<file path="config.mk">
export PLATFORM = sky130hd
export DESIGN_NAME = multitap_keypad_text_entry_top
export DESIGN_NICKNAME = d
export VERILOG_FILES = /design/src/hdl/mtk_pkg.sv /design/src/hdl/mtk_ram.sv /design/src/hdl/multitap_keypad_text_entry_top.sv
export SDC_FILE = /design/constraint.sdc
export NUM_CORES = 2
export LEC_CHECK = 0
export BUFFER_PORTS_ARGS = -buffer_cell sky130_fd_sc_hd__buf_2
export CORE_AREA = 2 2 451 408
export CTS_CLUSTER_DIAMETER = 60
export CTS_CLUSTER_SIZE = 10
export DETAILED_ROUTE_END_ITERATION = 16
export DIE_AREA = 0 0 453 410
export PLACE_DENSITY_LB_ADDON = 0.12
export SETUP_SLACK_MARGIN = 0.3
export SLEW_MARGIN = 10
export SYNTH_ARGS = -nofsm -noshare
export SYNTH_HDL_FRONTEND = slang
export SYNTH_SLANG_ARGS = --single-unit
</file>
<file path="constraint.sdc">
create_clock -name clk -period 18.62 [get_ports clk]
set_clock_uncertainty 0.15 [all_clocks]
set_input_delay 1.862 -clock clk [delete_from_list [all_inputs] [get_ports clk]]
set_output_delay 1.862 -clock clk [all_outputs]
set_load 0.05 [all_outputs]
</file>
<file path="src/hdl/mtk_pkg.sv">
package mtk_pkg;

    // Event opcodes
    typedef enum logic [2:0] {
        OP_KEY   = 3'd0,
        OP_TICK  = 3'd1,
        OP_BKSP  = 3'd2,
        OP_CLEAR = 3'd3,
        OP_MODE  = 3'd4,
        OP_READ  = 3'd5
    } op_t;

    // Entry modes
    localparam logic [1:0] MODE_LOWER  = 2'd0;
    localparam logic [1:0] MODE_UPPER  = 2'd1;
    localparam logic [1:0] MODE_NUMBER = 2'd2;

    // Character constants
    localparam logic [7:0] KEY_0        = 8'h30;
    localparam logic [7:0] KEY_9        = 8'h39;
    localparam logic [7:0] LOWER_A      = 8'h61;
    localparam logic [7:0] LOWER_Z      = 8'h7A;
    localparam logic [7:0] CASE_OFFSET  = 8'h20;
    localparam logic [7:0] UTF8_LEAD    = 8'hC3;
    localparam logic [7:0] ACCENT_LO    = 8'hA0;
    localparam logic [7:0] ACCENT_HI    = 8'hBE;
    localparam logic [7:0] CONT_MASK    = 8'hC0;
    localparam logic [7:0] CONT_TAG     = 8'h80;

    // Sequencer states
    typedef enum logic [2:0] {
        ST_IDLE,
        ST_EXEC,
        ST_WR,
        ST_SCAN,
        ST_RDATA,
        ST_FINISH
    } st_t;

    typedef struct packed {
        logic [2:0] opcode;
        logic [7:0] key_code;
        logic [31:0] now_ms;
        logic [7:0] read_index;
    } in_item_t;

    typedef struct packed {
        logic        accepted;
        logic [8:0]  text_length;
        logic        pending_valid;
        logic [1:0]  candidate_len;
        logic [7:0]  candidate_first;
        logic [7:0]  candidate_second;
        logic [1:0]  entry_mode;
        logic [7:0]  read_data;
    } out_item_t;

    typedef struct packed {
        logic [1:0] len;
        logic [7:0] b0;
        logic [7:0] b1;
    } cand_t;

    // Number of glyphs on each key
    function automatic logic [3:0] glyph_count(input logic [3:0] d);
        logic [3:0] n;
        begin
            unique case (d)
                4'd0:    n = 4'd2;
                4'd1:    n = 4'd11;
                4'd2:    n = 4'd5;
                4'd3:    n = 4'd6;
                4'd4:    n = 4'd5;
                4'd5:    n = 4'd4;
                4'd6:    n = 4'd5;
                4'd7:    n = 4'd5;
                4'd8:    n = 4'd5;
                4'd9:    n = 4'd5;
                default: n = 4'd1;
            endcase
            return n;
        end
    endfunction

    // Glyph bytes {first, second} for key d at position p
    function automatic logic [15:0] glyph_lookup(input logic [3:0] d, input logic [3:0] p);
        logic [15:0] g;
        begin
            g = 16'h0000;
            unique case (d)
                4'd0: begin
                    case (p)
                        4'd0:    g = 16'h2000;
                        4'd1:    g = 16'h3000;
                        default: g = 16'h0000;
                    endcase
                end
                4'd1: begin
                    case (p)
                        4'd0:    g = 16'h2E00;
                        4'd1:    g = 16'h2C00;
                        4'd2:    g = 16'h3F00;
                        4'd3:    g = 16'h2100;
                        4'd4:    g = 16'h2700;
                        4'd5:    g = 16'h2200;
                        4'd6:    g = 16'h2D00;
                        4'd7:    g = 16'h4000;
                        4'd8:    g = 16'h2F00;
                        4'd9:    g = 16'h3A00;
                        4'd10:   g = 16'h3100;
                        default: g = 16'h0000;
                    endcase
                end
                4'd2: begin
                    case (p)
                        4'd0:    g = 16'h6100;
                        4'd1:    g = 16'h6200;
                        4'd2:    g = 16'h6300;
                        4'd3:    g = 16'h3200;
                        4'd4:    g = 16'hC3A0;
                        default: g = 16'h0000;
                    endcase
                end
                4'd3: begin
                    case (p)
                        4'd0:    g = 16'h6400;
                        4'd1:    g = 16'h6500;
                        4'd2:    g = 16'h6600;
                        4'd3:    g = 16'h3300;
                        4'd4:    g = 16'hC3A8;
                        4'd5:    g = 16'hC3A9;
                        default: g = 16'h0000;
                    endcase
                end
                4'd4: begin
                    case (p)
                        4'd0:    g = 16'h6700;
                        4'd1:    g = 16'h6800;
                        4'd2:    g = 16'h6900;
                        4'd3:    g = 16'h3400;
                        4'd4:    g = 16'hC3AC;
                        default: g = 16'h0000;
                    endcase
                end
                4'd5: begin
                    case (p)
                        4'd0:    g = 16'h6A00;
                        4'd1:    g = 16'h6B00;
                        4'd2:    g = 16'h6C00;
                        4'd3:    g = 16'h3500;
                        default: g = 16'h0000;
                    endcase
                end
                4'd6: begin
                    case (p)
                        4'd0:    g = 16'h6D00;
                        4'd1:    g = 16'h6E00;
                        4'd2:    g = 16'h6F00;
                        4'd3:    g = 16'h3600;
                        4'd4:    g = 16'hC3B2;
                        default: g = 16'h0000;
                    endcase
                end
                4'd7: begin
                    case (p)
                        4'd0:    g = 16'h7000;
                        4'd1:    g = 16'h7100;
                        4'd2:    g = 16'h7200;
                        4'd3:    g = 16'h7300;
                        4'd4:    g = 16'h3700;
                        default: g = 16'h0000;
                    endcase
                end
                4'd8: begin
                    case (p)
                        4'd0:    g = 16'h7400;
                        4'd1:    g = 16'h7500;
                        4'd2:    g = 16'h7600;
                        4'd3:    g = 16'h3800;
                        4'd4:    g = 16'hC3B9;
                        default: g = 16'h0000;
                    endcase
                end
                4'd9: begin
                    case (p)
                        4'd0:    g = 16'h7700;
                        4'd1:    g = 16'h7800;
                        4'd2:    g = 16'h7900;
                        4'd3:    g = 16'h7A00;
                        4'd4:    g = 16'h3900;
                        default: g = 16'h0000;
                    endcase
                end
                default: g = 16'h0000;
            endcase
            return g;
        end
    endfunction

    // Pending glyph after case mapping; all zero when nothing is pending
    function automatic cand_t cand_map(input logic pend, input logic [3:0] d,
                                       input logic [3:0] p, input logic [1:0] mode);
        cand_t       c;
        logic [15:0] g;
        begin
            g = glyph_lookup(d, p);
            c.b0 = g[15:8];
            c.b1 = g[7:0];
            if (mode == MODE_UPPER) begin
                if (c.b1 == 8'h00) begin
                    if (c.b0 >= LOWER_A && c.b0 <= LOWER_Z) begin
                        c.b0 = c.b0 - CASE_OFFSET;
                    end
                end else if (c.b0 == UTF8_LEAD && c.b1 >= ACCENT_LO && c.b1 <= ACCENT_HI) begin
                    c.b1 = c.b1 - CASE_OFFSET;
                end
            end
            c.len = (c.b1 == 8'h00) ? 2'd1 : 2'd2;
            if (!pend) begin
                c = '0;
            end
            return c;
        end
    endfunction

endpackage

</file>
<file path="src/hdl/mtk_ram.sv">
module mtk_ram #(
    parameter int WIDTH = 8,
    parameter int DEPTH = 256
) (
    input  logic                     clk,
    input  logic                     wr_en,
    input  logic [$clog2(DEPTH)-1:0] wr_addr,
    input  logic [WIDTH-1:0]         wr_data,
    input  logic                     rd_en,
    input  logic [$clog2(DEPTH)-1:0] rd_addr,
    output logic [WIDTH-1:0]         rd_data
);

    logic [WIDTH-1:0] mem [DEPTH];

    // Write port
    always_ff @(posedge clk)
    begin
        if (wr_en)
        begin
            mem[wr_addr] <= wr_data;
        end
    end

    // Registered read port; data holds between reads
    always_ff @(posedge clk)
    begin
        if (rd_en)
        begin
            rd_data <= mem[rd_addr];
        end
    end

endmodule

</file>
<file path="src/hdl/multitap_keypad_text_entry_top.sv">
// Multi-tap keypad text entry.
//
// Input channel (in_valid / in_stall / in_data): one event per beat - key
// press, tick, backspace, clear, mode cycle or buffer read. Output channel
// (out_valid / out_stall / out_data): exactly one result beat per event,
// showing the state after the event. Configuration (cfg_valid / cfg_ready /
// cfg_data) writes the tap timeout while no event is in flight.
//
// Sequencing: an accepted event passes through EXEC and then FINISH,
// where the result register loads; the next event is taken once the
// sequencer is back in IDLE. A commit of one byte adds no state, a read
// adds RDATA, and a two-byte commit or a number-mode digit each add a
// write step in WR. Backspace adds a SCAN step per byte it reads back
// from the buffer tail. The single write port and the registered read of
// the text memory set these steps; one event is in flight at a time.
//
// Reset clears the length, the pending glyph, the mode (lower), the last
// press time and sets the timeout to 1000 ms; the text memory is not
// cleared. When the receiver stalls, the finished result holds in the output
// register; the next event is still taken and waits at the end of its work.
module multitap_keypad_text_entry_top
    import mtk_pkg::*;
#(
    parameter int TEXT_BYTES = 256
) (
    input  logic        clk,
    input  logic        rst_n,
    input  logic        in_valid,
    output logic        in_stall,
    input  in_item_t    in_data,
    output logic        out_valid,
    input  logic        out_stall,
    output out_item_t   out_data,
    input  logic        cfg_valid,
    output logic        cfg_ready,
    input  logic [31:0] cfg_data
);

    localparam int AW = $clog2(TEXT_BYTES);
    localparam int LW = $clog2(TEXT_BYTES + 1);
    localparam logic [LW:0] DEPTH_C = (LW + 1)'(TEXT_BYTES);

    // Sequencer and captured event
    st_t             state_reg, state_next;
    in_item_t        ev_reg, ev_next;

    // Architectural state
    logic [LW-1:0]   len_reg, len_next;
    logic            pend_reg, pend_next;
    logic [3:0]      pdig_reg, pdig_next;
    logic [3:0]      ppos_reg, ppos_next;
    logic [31:0]     last_reg, last_next;
    logic [1:0]      mode_reg, mode_next;
    logic [31:0]     tmo_reg, tmo_next;

    // Per-event work registers
    logic            acc_reg, acc_next;
    logic [7:0]      rdata_reg, rdata_next;
    logic            sec_reg, sec_next;
    logic [7:0]      sec_byte_reg, sec_byte_next;
    logic [AW-1:0]   sec_addr_reg, sec_addr_next;
    logic            keywr_reg, keywr_next;
    logic [AW-1:0]   cut_reg, cut_next;

    // Output register
    logic            out_valid_reg, out_valid_next;
    out_item_t       out_data_reg, out_data_next;

    // Text memory port
    logic            ram_we;
    logic [AW-1:0]   ram_waddr;
    logic [7:0]      ram_wdata;
    logic            ram_re;
    logic [AW-1:0]   ram_raddr;
    logic [7:0]      ram_rdata;

    cand_t           cand;
    logic            fits;
    logic [31:0]     elapsed;
    logic            key_ok;
    logic [3:0]      key_dig;
    logic            cycle_hit;
    logic [LW+7:0]   ridx_cmp;
    logic [LW+7:0]   len_cmp;
    logic [AW+7:0]   ridx_ext;
    logic [LW+8:0]   len_out;
    logic [3:0]      pos_inc;

    mtk_ram #(
        .WIDTH (8),
        .DEPTH (TEXT_BYTES)
    ) u_text_ram (
        .clk     (clk),
        .wr_en   (ram_we),
        .wr_addr (ram_waddr),
        .wr_data (ram_wdata),
        .rd_en   (ram_re),
        .rd_addr (ram_raddr),
        .rd_data (ram_rdata)
    );

    // Candidate glyph and event decode helpers
    assign cand      = cand_map(pend_reg, pdig_reg, ppos_reg, mode_reg);
    assign fits      = ({1'b0, len_reg} + {{(LW - 1){1'b0}}, cand.len}) <= DEPTH_C;
    assign elapsed   = ev_reg.now_ms - last_reg;
    assign key_ok    = (ev_reg.key_code >= KEY_0) && (ev_reg.key_code <= KEY_9);
    assign key_dig   = ev_reg.key_code[3:0];
    assign cycle_hit = pend_reg && (pdig_reg == key_dig) && (elapsed < tmo_reg);
    assign ridx_cmp  = {{LW{1'b0}}, ev_reg.read_index};
    assign len_cmp   = {8'h00, len_reg};
    assign ridx_ext  = {{AW{1'b0}}, ev_reg.read_index};
    assign len_out   = {9'h000, len_reg};
    assign pos_inc   = ppos_reg + 4'd1;

    assign in_stall  = (state_reg != ST_IDLE);
    assign cfg_ready = (state_reg == ST_IDLE);
    assign out_valid = out_valid_reg;
    assign out_data  = out_data_reg;

    // Control state
    always_ff @(posedge clk or negedge rst_n)
    begin
        if (!rst_n)
        begin
            state_reg     <= ST_IDLE;
            len_reg       <= '0;
            pend_reg      <= 1'b0;
            pdig_reg      <= 4'd0;
            ppos_reg      <= 4'd0;
            last_reg      <= 32'd0;
            mode_reg      <= MODE_LOWER;
            tmo_reg       <= 32'd1000;
            sec_reg       <= 1'b0;
            keywr_reg     <= 1'b0;
            out_valid_reg <= 1'b0;
        end
        else
        begin
            state_reg     <= state_next;
            len_reg       <= len_next;
            pend_reg      <= pend_next;
            pdig_reg      <= pdig_next;
            ppos_reg      <= ppos_next;
            last_reg      <= last_next;
            mode_reg      <= mode_next;
            tmo_reg       <= tmo_next;
            sec_reg       <= sec_next;
            keywr_reg     <= keywr_next;
            out_valid_reg <= out_valid_next;
        end
    end

    // Payload registers
    always_ff @(posedge clk)
    begin
        ev_reg       <= ev_next;
        acc_reg      <= acc_next;
        rdata_reg    <= rdata_next;
        sec_byte_reg <= sec_byte_next;
        sec_addr_reg <= sec_addr_next;
        cut_reg      <= cut_next;
        out_data_reg <= out_data_next;
    end

    // Next state and memory control
    always_comb
    begin
        logic do_commit;
        logic do_scan;
        logic do_read;
        logic [AW-1:0] cut_dec;

        state_next     = state_reg;
        ev_next        = ev_reg;
        len_next       = len_reg;
        pend_next      = pend_reg;
        pdig_next      = pdig_reg;
        ppos_next      = ppos_reg;
        last_next      = last_reg;
        mode_next      = mode_reg;
        tmo_next       = tmo_reg;
        acc_next       = acc_reg;
        rdata_next     = rdata_reg;
        sec_next       = sec_reg;
        sec_byte_next  = sec_byte_reg;
        sec_addr_next  = sec_addr_reg;
        keywr_next     = keywr_reg;
        cut_next       = cut_reg;
        out_data_next  = out_data_reg;
        out_valid_next = out_valid_reg;
        ram_we         = 1'b0;
        ram_waddr      = len_reg[AW-1:0];
        ram_wdata      = cand.b0;
        ram_re         = 1'b0;
        ram_raddr      = cut_reg;
        do_commit      = 1'b0;
        do_scan        = 1'b0;
        do_read        = 1'b0;
        cut_dec        = cut_reg - 1'b1;

        // Drop the result once taken
        if (out_valid_reg && !out_stall)
        begin
            out_valid_next = 1'b0;
        end

        unique case (state_reg)
            ST_IDLE:
            begin
                if (cfg_valid)
                begin
                    tmo_next = cfg_data;
                end
                if (in_valid)
                begin
                    ev_next    = in_data;
                    state_next = ST_EXEC;
                end
            end

            ST_EXEC:
            begin
                acc_next   = 1'b0;
                rdata_next = 8'h00;

                // Decide which events commit the pending glyph
                unique case (ev_reg.opcode)
                    OP_KEY:   do_commit = key_ok && ((mode_reg == MODE_NUMBER) || !cycle_hit);
                    OP_TICK:  do_commit = pend_reg && (elapsed >= tmo_reg);
                    OP_MODE:  do_commit = 1'b1;
                    default:  do_commit = 1'b0;
                endcase

                // Commit: first byte now, second byte in the write state
                if (do_commit && pend_reg)
                begin
                    pend_next = 1'b0;
                    pdig_next = 4'd0;
                    ppos_next = 4'd0;
                    if (fits)
                    begin
                        ram_we    = 1'b1;
                        ram_waddr = len_reg[AW-1:0];
                        ram_wdata = cand.b0;
                        len_next  = len_reg + LW'(cand.len);
                        if (cand.len == 2'd2)
                        begin
                            sec_next      = 1'b1;
                            sec_byte_next = cand.b1;
                            sec_addr_next = len_reg[AW-1:0] + 1'b1;
                        end
                    end
                end

                unique case (ev_reg.opcode)
                    OP_KEY:
                    begin
                        if (key_ok)
                        begin
                            acc_next = 1'b1;
                            if (mode_reg == MODE_NUMBER)
                            begin
                                keywr_next = 1'b1;
                            end
                            else
                            begin
                                if (cycle_hit)
                                begin
                                    ppos_next = (pos_inc == glyph_count(key_dig)) ? 4'd0 : pos_inc;
                                end
                                else
                                begin
                                    pend_next = 1'b1;
                                    pdig_next = key_dig;
                                    ppos_next = 4'd0;
                                end
                                last_next = ev_reg.now_ms;
                            end
                        end
                    end

                    OP_TICK:
                    begin
                        acc_next = do_commit;
                    end

                    OP_BKSP:
                    begin
                        if (pend_reg)
                        begin
                            pend_next = 1'b0;
                            pdig_next = 4'd0;
                            ppos_next = 4'd0;
                            acc_next  = 1'b1;
                        end
                        else if (len_reg != '0)
                        begin
                            acc_next = 1'b1;
                            cut_next = len_reg[AW-1:0] - 1'b1;
                            if (cut_next == '0)
                            begin
                                len_next = '0;
                            end
                            else
                            begin
                                // Fetch the tail byte
                                ram_re    = 1'b1;
                                ram_raddr = cut_next;
                                do_scan   = 1'b1;
                            end
                        end
                    end

                    OP_CLEAR:
                    begin
                        pend_next = 1'b0;
                        pdig_next = 4'd0;
                        ppos_next = 4'd0;
                        len_next  = '0;
                        acc_next  = 1'b1;
                    end

                    OP_MODE:
                    begin
                        unique case (mode_reg)
                            MODE_LOWER: mode_next = MODE_UPPER;
                            MODE_UPPER: mode_next = MODE_NUMBER;
                            default:    mode_next = MODE_LOWER;
                        endcase
                        acc_next = 1'b1;
                    end

                    OP_READ:
                    begin
                        if (ridx_cmp < len_cmp)
                        begin
                            acc_next  = 1'b1;
                            ram_re    = 1'b1;
                            ram_raddr = ridx_ext[AW-1:0];
                            do_read   = 1'b1;
                        end
                    end

                    default:
                    begin
                        acc_next = 1'b0;
                    end
                endcase

                if (sec_next || keywr_next)
                begin
                    state_next = ST_WR;
                end
                else if (do_scan)
                begin
                    state_next = ST_SCAN;
                end
                else if (do_read)
                begin
                    state_next = ST_RDATA;
                end
                else
                begin
                    state_next = ST_FINISH;
                end
            end

            ST_WR:
            begin
                if (sec_reg)
                begin
                    // Second byte of an accented glyph
                    ram_we    = 1'b1;
                    ram_waddr = sec_addr_reg;
                    ram_wdata = sec_byte_reg;
                    sec_next  = 1'b0;
                    if (!keywr_reg)
                    begin
                        state_next = ST_FINISH;
                    end
                end
                else
                begin
                    // Append the digit in number mode when there is room
                    keywr_next = 1'b0;
                    if ({1'b0, len_reg} < DEPTH_C)
                    begin
                        ram_we    = 1'b1;
                        ram_waddr = len_reg[AW-1:0];
                        ram_wdata = ev_reg.key_code;
                        len_next  = len_reg + 1'b1;
                    end
                    state_next = ST_FINISH;
                end
            end

            ST_SCAN:
            begin
                // Walk back over continuation bytes
                if ((ram_rdata & CONT_MASK) == CONT_TAG)
                begin
                    cut_next = cut_dec;
                    if (cut_dec == '0)
                    begin
                        len_next   = '0;
                        state_next = ST_FINISH;
                    end
                    else
                    begin
                        ram_re    = 1'b1;
                        ram_raddr = cut_dec;
                    end
                end
                else
                begin
                    len_next   = LW'(cut_reg);
                    state_next = ST_FINISH;
                end
            end

            ST_RDATA:
            begin
                rdata_next = ram_rdata;
                state_next = ST_FINISH;
            end

            ST_FINISH:
            begin
                // Load the result once the output register is free
                if (!out_valid_reg || !out_stall)
                begin
                    out_valid_next                 = 1'b1;
                    out_data_next.accepted         = acc_reg;
                    out_data_next.text_length      = len_out[8:0];
                    out_data_next.pending_valid    = pend_reg;
                    out_data_next.candidate_len    = cand.len;
                    out_data_next.candidate_first  = cand.b0;
                    out_data_next.candidate_second = cand.b1;
                    out_data_next.entry_mode       = mode_reg;
                    out_data_next.read_data        = rdata_reg;
                    state_next                     = ST_IDLE;
                end
            end

            default:
            begin
                state_next = ST_IDLE;
            end
        endcase
    end

    // Buffer length never passes the memory depth
    assert property (@(posedge clk) disable iff (!rst_n)
        {1'b0, len_reg} <= DEPTH_C)
    else $error("text length beyond buffer depth");

    // A pending glyph always belongs to a digit key and has bytes
    assert property (@(posedge clk) disable iff (!rst_n)
        pend_reg |-> (pdig_reg <= 4'd9) && (cand.len != 2'd0))
    else $error("pending glyph malformed");

    // Memory writes only while executing or writing back
    assert property (@(posedge clk) disable iff (!rst_n)
        ram_we |-> (state_reg == ST_EXEC) || (state_reg == ST_WR))
    else $error("memory write outside write states");

    // An accepted event starts execution next cycle
    assert property (@(posedge clk) disable iff (!rst_n)
        (in_valid && !in_stall) |=> (state_reg == ST_EXEC))
    else $error("accepted event did not start");

    // A result is loaded only when the sequencer finishes
    assert property (@(posedge clk) disable iff (!rst_n)
        (!out_valid_reg || !out_stall) && (state_reg != ST_FINISH) |=> !out_valid_reg)
    else $error("result loaded outside finish");

endmodule

</file>
Yosys cells after proc, flatten, opt, wreduce, memory -nomap -nowiden:

Memory sizes are Yosys's and may differ from the RTL's. A register that Yosys moved wholly into a read port is not among the register bits.
Cells that the tools add are included.

* memory bits (read-only): 176
* memory bits (writable): 2048
* register bits: 213
* output and inout port bits: 42
* memories kept: 3
* input bits: 88

* muxes and demuxes: 122
* magnitude comparators: 11
* $add $sub $neg: 10
* equality and inequality tests: 41
* bitwise logic cells: 1
* reduce and logical (&&, ||, !) cells: 42

Memory list
* u_text_ram.mem: words 256, width 8, rd ports 1, clocked after memory_dff 1, wr ports 1, RTL line mtk_ram.sv:14 `logic [WIDTH-1:0] mem [DEPTH];`
* (no name shown): words 16, width 7, rd ports 1, clocked after memory_dff 0, wr ports 0, RTL line mtk_pkg.sv:99 `case (p)`
* (no name shown): words 16, width 4, rd ports 1, clocked after memory_dff 1, wr ports 0, RTL line mtk_pkg.sv:68 `unique case (d)`

Operators by type and width (number)
* case mux 16 bit (5 select lines): 4
* case mux 16 bit (10 select lines): 1
* two-way mux 8 bit: 19
* case mux 15 bit (5 select lines): 2
* case mux 16 bit (6 select lines): 1
* two-way mux 9 bit: 9
* two-way mux 4 bit: 17
* case mux 8 bit (2 select lines): 4
* case mux 15 bit (4 select lines): 1
* two-way mux 1 bit: 38
* >= comparator 32 bit: 1
* zero test 8 bit: 4
* < comparator 32 bit: 1
* subtractor 32 bit: 1
* case mux 14 bit (2 select lines): 1
* case mux 9 bit (3 select lines): 1
* equality test 4 x 3 -> 1 bit, second input constant: 6
* two-way mux 3 bit: 8
* case mux 4 bit (3 select lines): 2
* two-way mux 18 bit: 1
* case mux 3 bit (6 select lines): 1
* case mux 9 bit (2 select lines): 1
* equality test 4 x 2 -> 1 bit, second input constant: 4
* two-way mux 16 bit: 1
* 47 further kinds: 98

Depth between registers and ports, before layout:

* word-level depth: 21
* depth in mapped cells: 29
* gate-level depth less buffers: 27

Cells and area by module:

From an unflattened synthesis, not the netlist that was laid out.

* cells, all modules: 5111
* area, all modules: 92852.8 um2

Modules (own cells, without submodules)
* mtk_ram: times used 1, area each 79636.4 um2, seq. area each 61739.2 um2, cells an instance 3733
* multitap_keypad_text_entry_top: times used 1, area each 13216.4 um2, seq. area each 6033.3 um2, cells an instance 1378

Least setup slack after synthesis:

No wires, ideal clock.

* path kind: register -> register
* start point: register ppos_reg[0]
* end point: memory u_text_ram.mem[0][6] (data pin)
* stages on the path, launching flop included: 11
* setup time: 2.188 ns
* clock period less this slack: 15.118 ns
* arrival time: 12.780 ns
* data required time: 16.282 ns
* path slack: 3.502 ns
* cell sequence: dfrtp_1 inv_1 ha_1 clkbuf_1 o31ai_1 o21ai_0 a2111oi_0 ha_1 a211oi_1 a22oi_1 o21ai_0

RTL lines
* from (decl): RTL line multitap_keypad_text_entry_top.sv:51 `logic [3:0] ppos_reg, ppos_next;`
* from (signal assigned): RTL line multitap_keypad_text_entry_top.sv:143 `ppos_reg <= ppos_next;`
* to (decl): RTL line mtk_ram.sv:14

Final worst setup path:

* start point: register len_reg[5]
* end point: register u_text_ram.rd_data[6] (read register of u_text_ram.mem) (data pin)

* longest elaborated chain between the ends: 7

Ends and longest elaborated chain
* from (decl): RTL line multitap_keypad_text_entry_top.sv:48 `logic [LW-1:0] len_reg, len_next;`
* from (signal assigned): RTL line multitap_keypad_text_entry_top.sv:140 `len_reg <= len_next;`
* subtractor 8 x 1 -> 8 bit: RTL line multitap_keypad_text_entry_top.sv:299 `cut_next = len_reg[AW-1:0] - 1'b1;`
* zero test 8 bit: RTL line multitap_keypad_text_entry_top.sv:300 `if (cut_next == '0)`
* two-way mux 8 bit / two-way mux 1 bit (equally long branches): RTL line multitap_keypad_text_entry_top.sv:300
* two-way mux 8 bit / two-way mux 1 bit (equally long branches): RTL line multitap_keypad_text_entry_top.sv:296 `else if (len_reg != '0)`
* two-way mux 8 bit / two-way mux 1 bit (equally long branches): RTL line multitap_keypad_text_entry_top.sv:289 `if (pend_reg)`
* case mux 8 bit (2 select lines) / case mux 1 bit (2 select lines) (equally long branches): RTL line multitap_keypad_text_entry_top.sv:255 `unique case (ev_reg.opcode)`
* case mux 8 bit (2 select lines) / case mux 1 bit (2 select lines) (equally long branches): RTL line multitap_keypad_text_entry_top.sv:207 `unique case (state_reg)`
* to (decl): RTL line mtk_ram.sv:11 `output logic [WIDTH-1:0] rd_data`

Parallel ways exist; a longest one is shown, timed or not.
A chain may end at the register's enable or synchronous reset.

==> results.md <==
- Final net count: 7468
- Initial antenna violation count: 12
- R2R Setup Slk: 10.13 ns
- Post-synth top flop: edfxtp_1
- Share of the synthesized area in the top cell type: 0.6863
- Die ar.: 185700 µm²
- Synthesized Nets: 7347
- P_leak: 37.13 nW
- Grt total ovfl: 0
- Final GP Congestion: 0.8993
- Number of port buffers: 129
- Final setup TNS: 0 ns
- Initial DRT Pass Iterations: 8
- Placed insts: 9421
- Post-synth EDFFs: 2179
- CTS tree: built
- CP Depth: 17
- Root Driver: clkbuf_16
- PD cells: 121.2 nW/µm²
- WL/cell: 28.79 µm
- Seq cells post-synth: 2273
- Number of I/O pins: 130
- Post-synthesis cell type count: 110
- Initial Util: 0.5245
- Most common library cells after synthesis: 2179 x edfxtp_1, 1571 x nand2_1, 432 x nand3_1
- Leading area contributor after synthesis: edfxtp_1
- R2r worst-path depth: 17
- Max-slew violation count: 0
- Hold path start: rdata_reg[5]$_SDFFCE_PN0P_
- Synth Warn #: 0
- Most used standard cell by instance count after synthesis: edfxtp_1
- Sw Share: 0.2851
- R2r startpoint: len_reg[5]$_DFFE_PN0P_
- Tmin final: 8.487 ns
- Worst path slowest cell: or3_4
- Slew margin rel.: 0.09556
- Sequential fraction of the synthesis area: 0.7108
- Critical path launch point type: flop
- Combinational Power Share: 0.171
- Final period util: 0.4558
- Clock sinks: 2273
- Async set-reset flop share out of synthesis: 0.03960
- DR vias: 61700
- Final hold vios: 0
- Row cnt: 149
- Longest Clk Path Bufs: 4
- Width of the die: 453 µm
- Crit path max-delay family: compound AO/OA/AOI/OAI gates
- Worst path required time: 19.26 ns
- Crit path capture type: flop
- DRC: 0
- Post-CTS Setup Inserts: 0
- Syn Inst Count: 7169
- Post-route insts no fill: 9758
- Max_cap viols: 0
- Sequence of cells on the critical path: inv_1 -> ha_1 -> and3_1 -> nand3_1 -> o211ai_1 -> nand4_1 -> a21oi_2 -> or3_4 -> buf_12 -> buf_12 -> buf_4 -> a211oi_1 -> a311oi_1 -> a211o_1 -> o2111ai_1 -> nor4bb_1 -> and4b_1
- Setup WS pre-CTS: 10.23 ns
- Outcome: completed
- Cell mode on critical path: buf_12
- Vias in the first global route: 58600
- H-tree depth: 5
- Via density: 6.323
- Peak VDD IR: 0.1983 mV
- Initial drt markers: 8074
- Worst-Skew Late Latency: 0.92 ns
- Sequential group share of total power: 0.463
- RSZ-0062 raised after global routing: no
- Clock Power Share: 0.366
- Min-Delay Path Depth: 0
- Share of post-route cells with drive strength above 1: 0.09993
- Sw power: 3.649 mW
- Worst Hold Class: reg2reg
- CP peak stage delay: 0.81 ns
- Num CTS Buffers: 282
- Largest cells by area after synthesis: edfxtp_1 69%, nand2_1 6.2%, mux2i_1 2.8%
- Largest register FFs: 2048
- Internal Power: 9.152 mW
- Crit Path Max Fanout: 173
- Cts repair resizes: 0
- Final Worst Setup Slack: 10.13 ns
- Final ANT Viol Nets: 0
- Critical path class: reg2reg
- Total track usage: 0.2987
- Fillcell total: 14350
- Worst setup path start: len_reg[5]$_DFFE_PN0P_
- CTS Hold Bufs: 0
- Tightest Pin Transition: 1.349 ns
- Largest net degree at the start of global routing: 201
- Cell Area, Synth: 95340 µm²
- Power, Total: 12.80 mW
- CORE AREA: 181800 µm²
- Core Util, Final: 0.5813
- Reg clk slew, reported paths: 0.06 ns
- First-pass GRT wire length: 406500 µm
- Final HPWL DP: 169200 µm
- Number of buffers and inverters on the critical path: 4
- Critical Path AT: 9.12 ns
- Chip height: 410 µm
- Fmax: 117.8 MHz
- Area Growth Syn to Fin: 10.81%
- # setup viols final: 0
- Final wirelength: 281000 µm
- Avg Synthesized Cell Area: 13.30 µm²
[final timing paths]
check,end
min reg2reg,out_data[5]$_DFFE_PP_
min,out_data[5]$_DFFE_PP_
max,u_text_ram.rd_data[6]$_DFFE_PP_
min in group asynchronous,last_reg[1]$_DFFE_PN0P_
max reg2reg,u_text_ram.rd_data[6]$_DFFE_PP_
max in group asynchronous,state_reg[1]$_DFFE_PN0P_
[logic make-up after synthesis]
family	share of synthesized area
and+or+nand+nor	0.1231
buffers and inverters	0.02938
DFF	0.7108
adders and majority gates	0.01207
AOI/OAI and AO/OA	0.08661
xor gates and xnor gates	0.004501
muxes	0.03346
[power groups by stage]
stage	combinational (mW)	sequential (mW)	clock (mW)
6_report	2.19	5.93	4.68
3_3_place_gp	2.15	6.03	0
3_5_place_dp	2.16	6.03	0
4_1_cts	2.17	5.93	4.73
2_1_floorplan	1.31	6.22	0
5_1_grt	2.34	5.94	4.91
[per-layer routing]
metal  part of all wire  global-route usage
met1               0.42              0.4352
met2               0.45              0.4464
met3               0.10             0.06688
met4              0.033             0.09810
met5            0.00023                   0
[per-stage QoR]
stage	hold slack (ns)	area (µm²)
finish	0.2721	105700
global route	0.2909	105600
CTS	0.2794	105600
detailed placement	0.2703	98180
global placement	0.2552	98040
floorplan	0.2503	95340
[cell usage in the layout (no fill, tap or decap), types with 31 or more instances in the layout]
| cell type | instances |
|---|---|
| nor3_1 | 43 |
| dfrtp_1 | 84 |
| o211ai_1 | 43 |
| o22ai_1 | 81 |
| a32oi_1 | 175 |
| a211oi_1 | 45 |
| mux2_2 | 45 |
| a21boi_0 | 31 |
| buf_4 | 130 |
| inv_1 | 101 |
| a21o_1 | 42 |
| nand3_1 | 432 |
| a21oi_1 | 274 |
| edfxtp_1 | 2179 |
| ha_1 | 88 |
| a31oi_1 | 65 |
| mux2i_1 | 267 |
| buf_2 | 129 |
| nand4_1 | 47 |
| nor4_1 | 34 |
| xnor2_1 | 35 |
| nor2_1 | 394 |
| nand2_1 | 1559 |
| o21ai_0 | 125 |
| clkbuf_16 | 287 |
[final cells by class]
| type | instances | area, µm² | share of cell area |
|---|---|---|---|
| Sequential cell | 2273 | 67770 | 0.6415 |
| Multi-Input combinational cell | 4354 | 25090 | 0.2374 |
| Clock buffer | 313 | 7289 | 0.06899 |
| Tap cell | 2416 | 3023 | 0.02861 |
| Timing Repair Buffer | 275 | 1939 | 0.01836 |
| Inverter | 104 | 390.4 | 0.003695 |
| Clock inverter | 16 | 136.4 | 0.001291 |
| Antenna cell | 7 | 17.52 | 0.0001658 |
(Power assumes the default switching activity.)
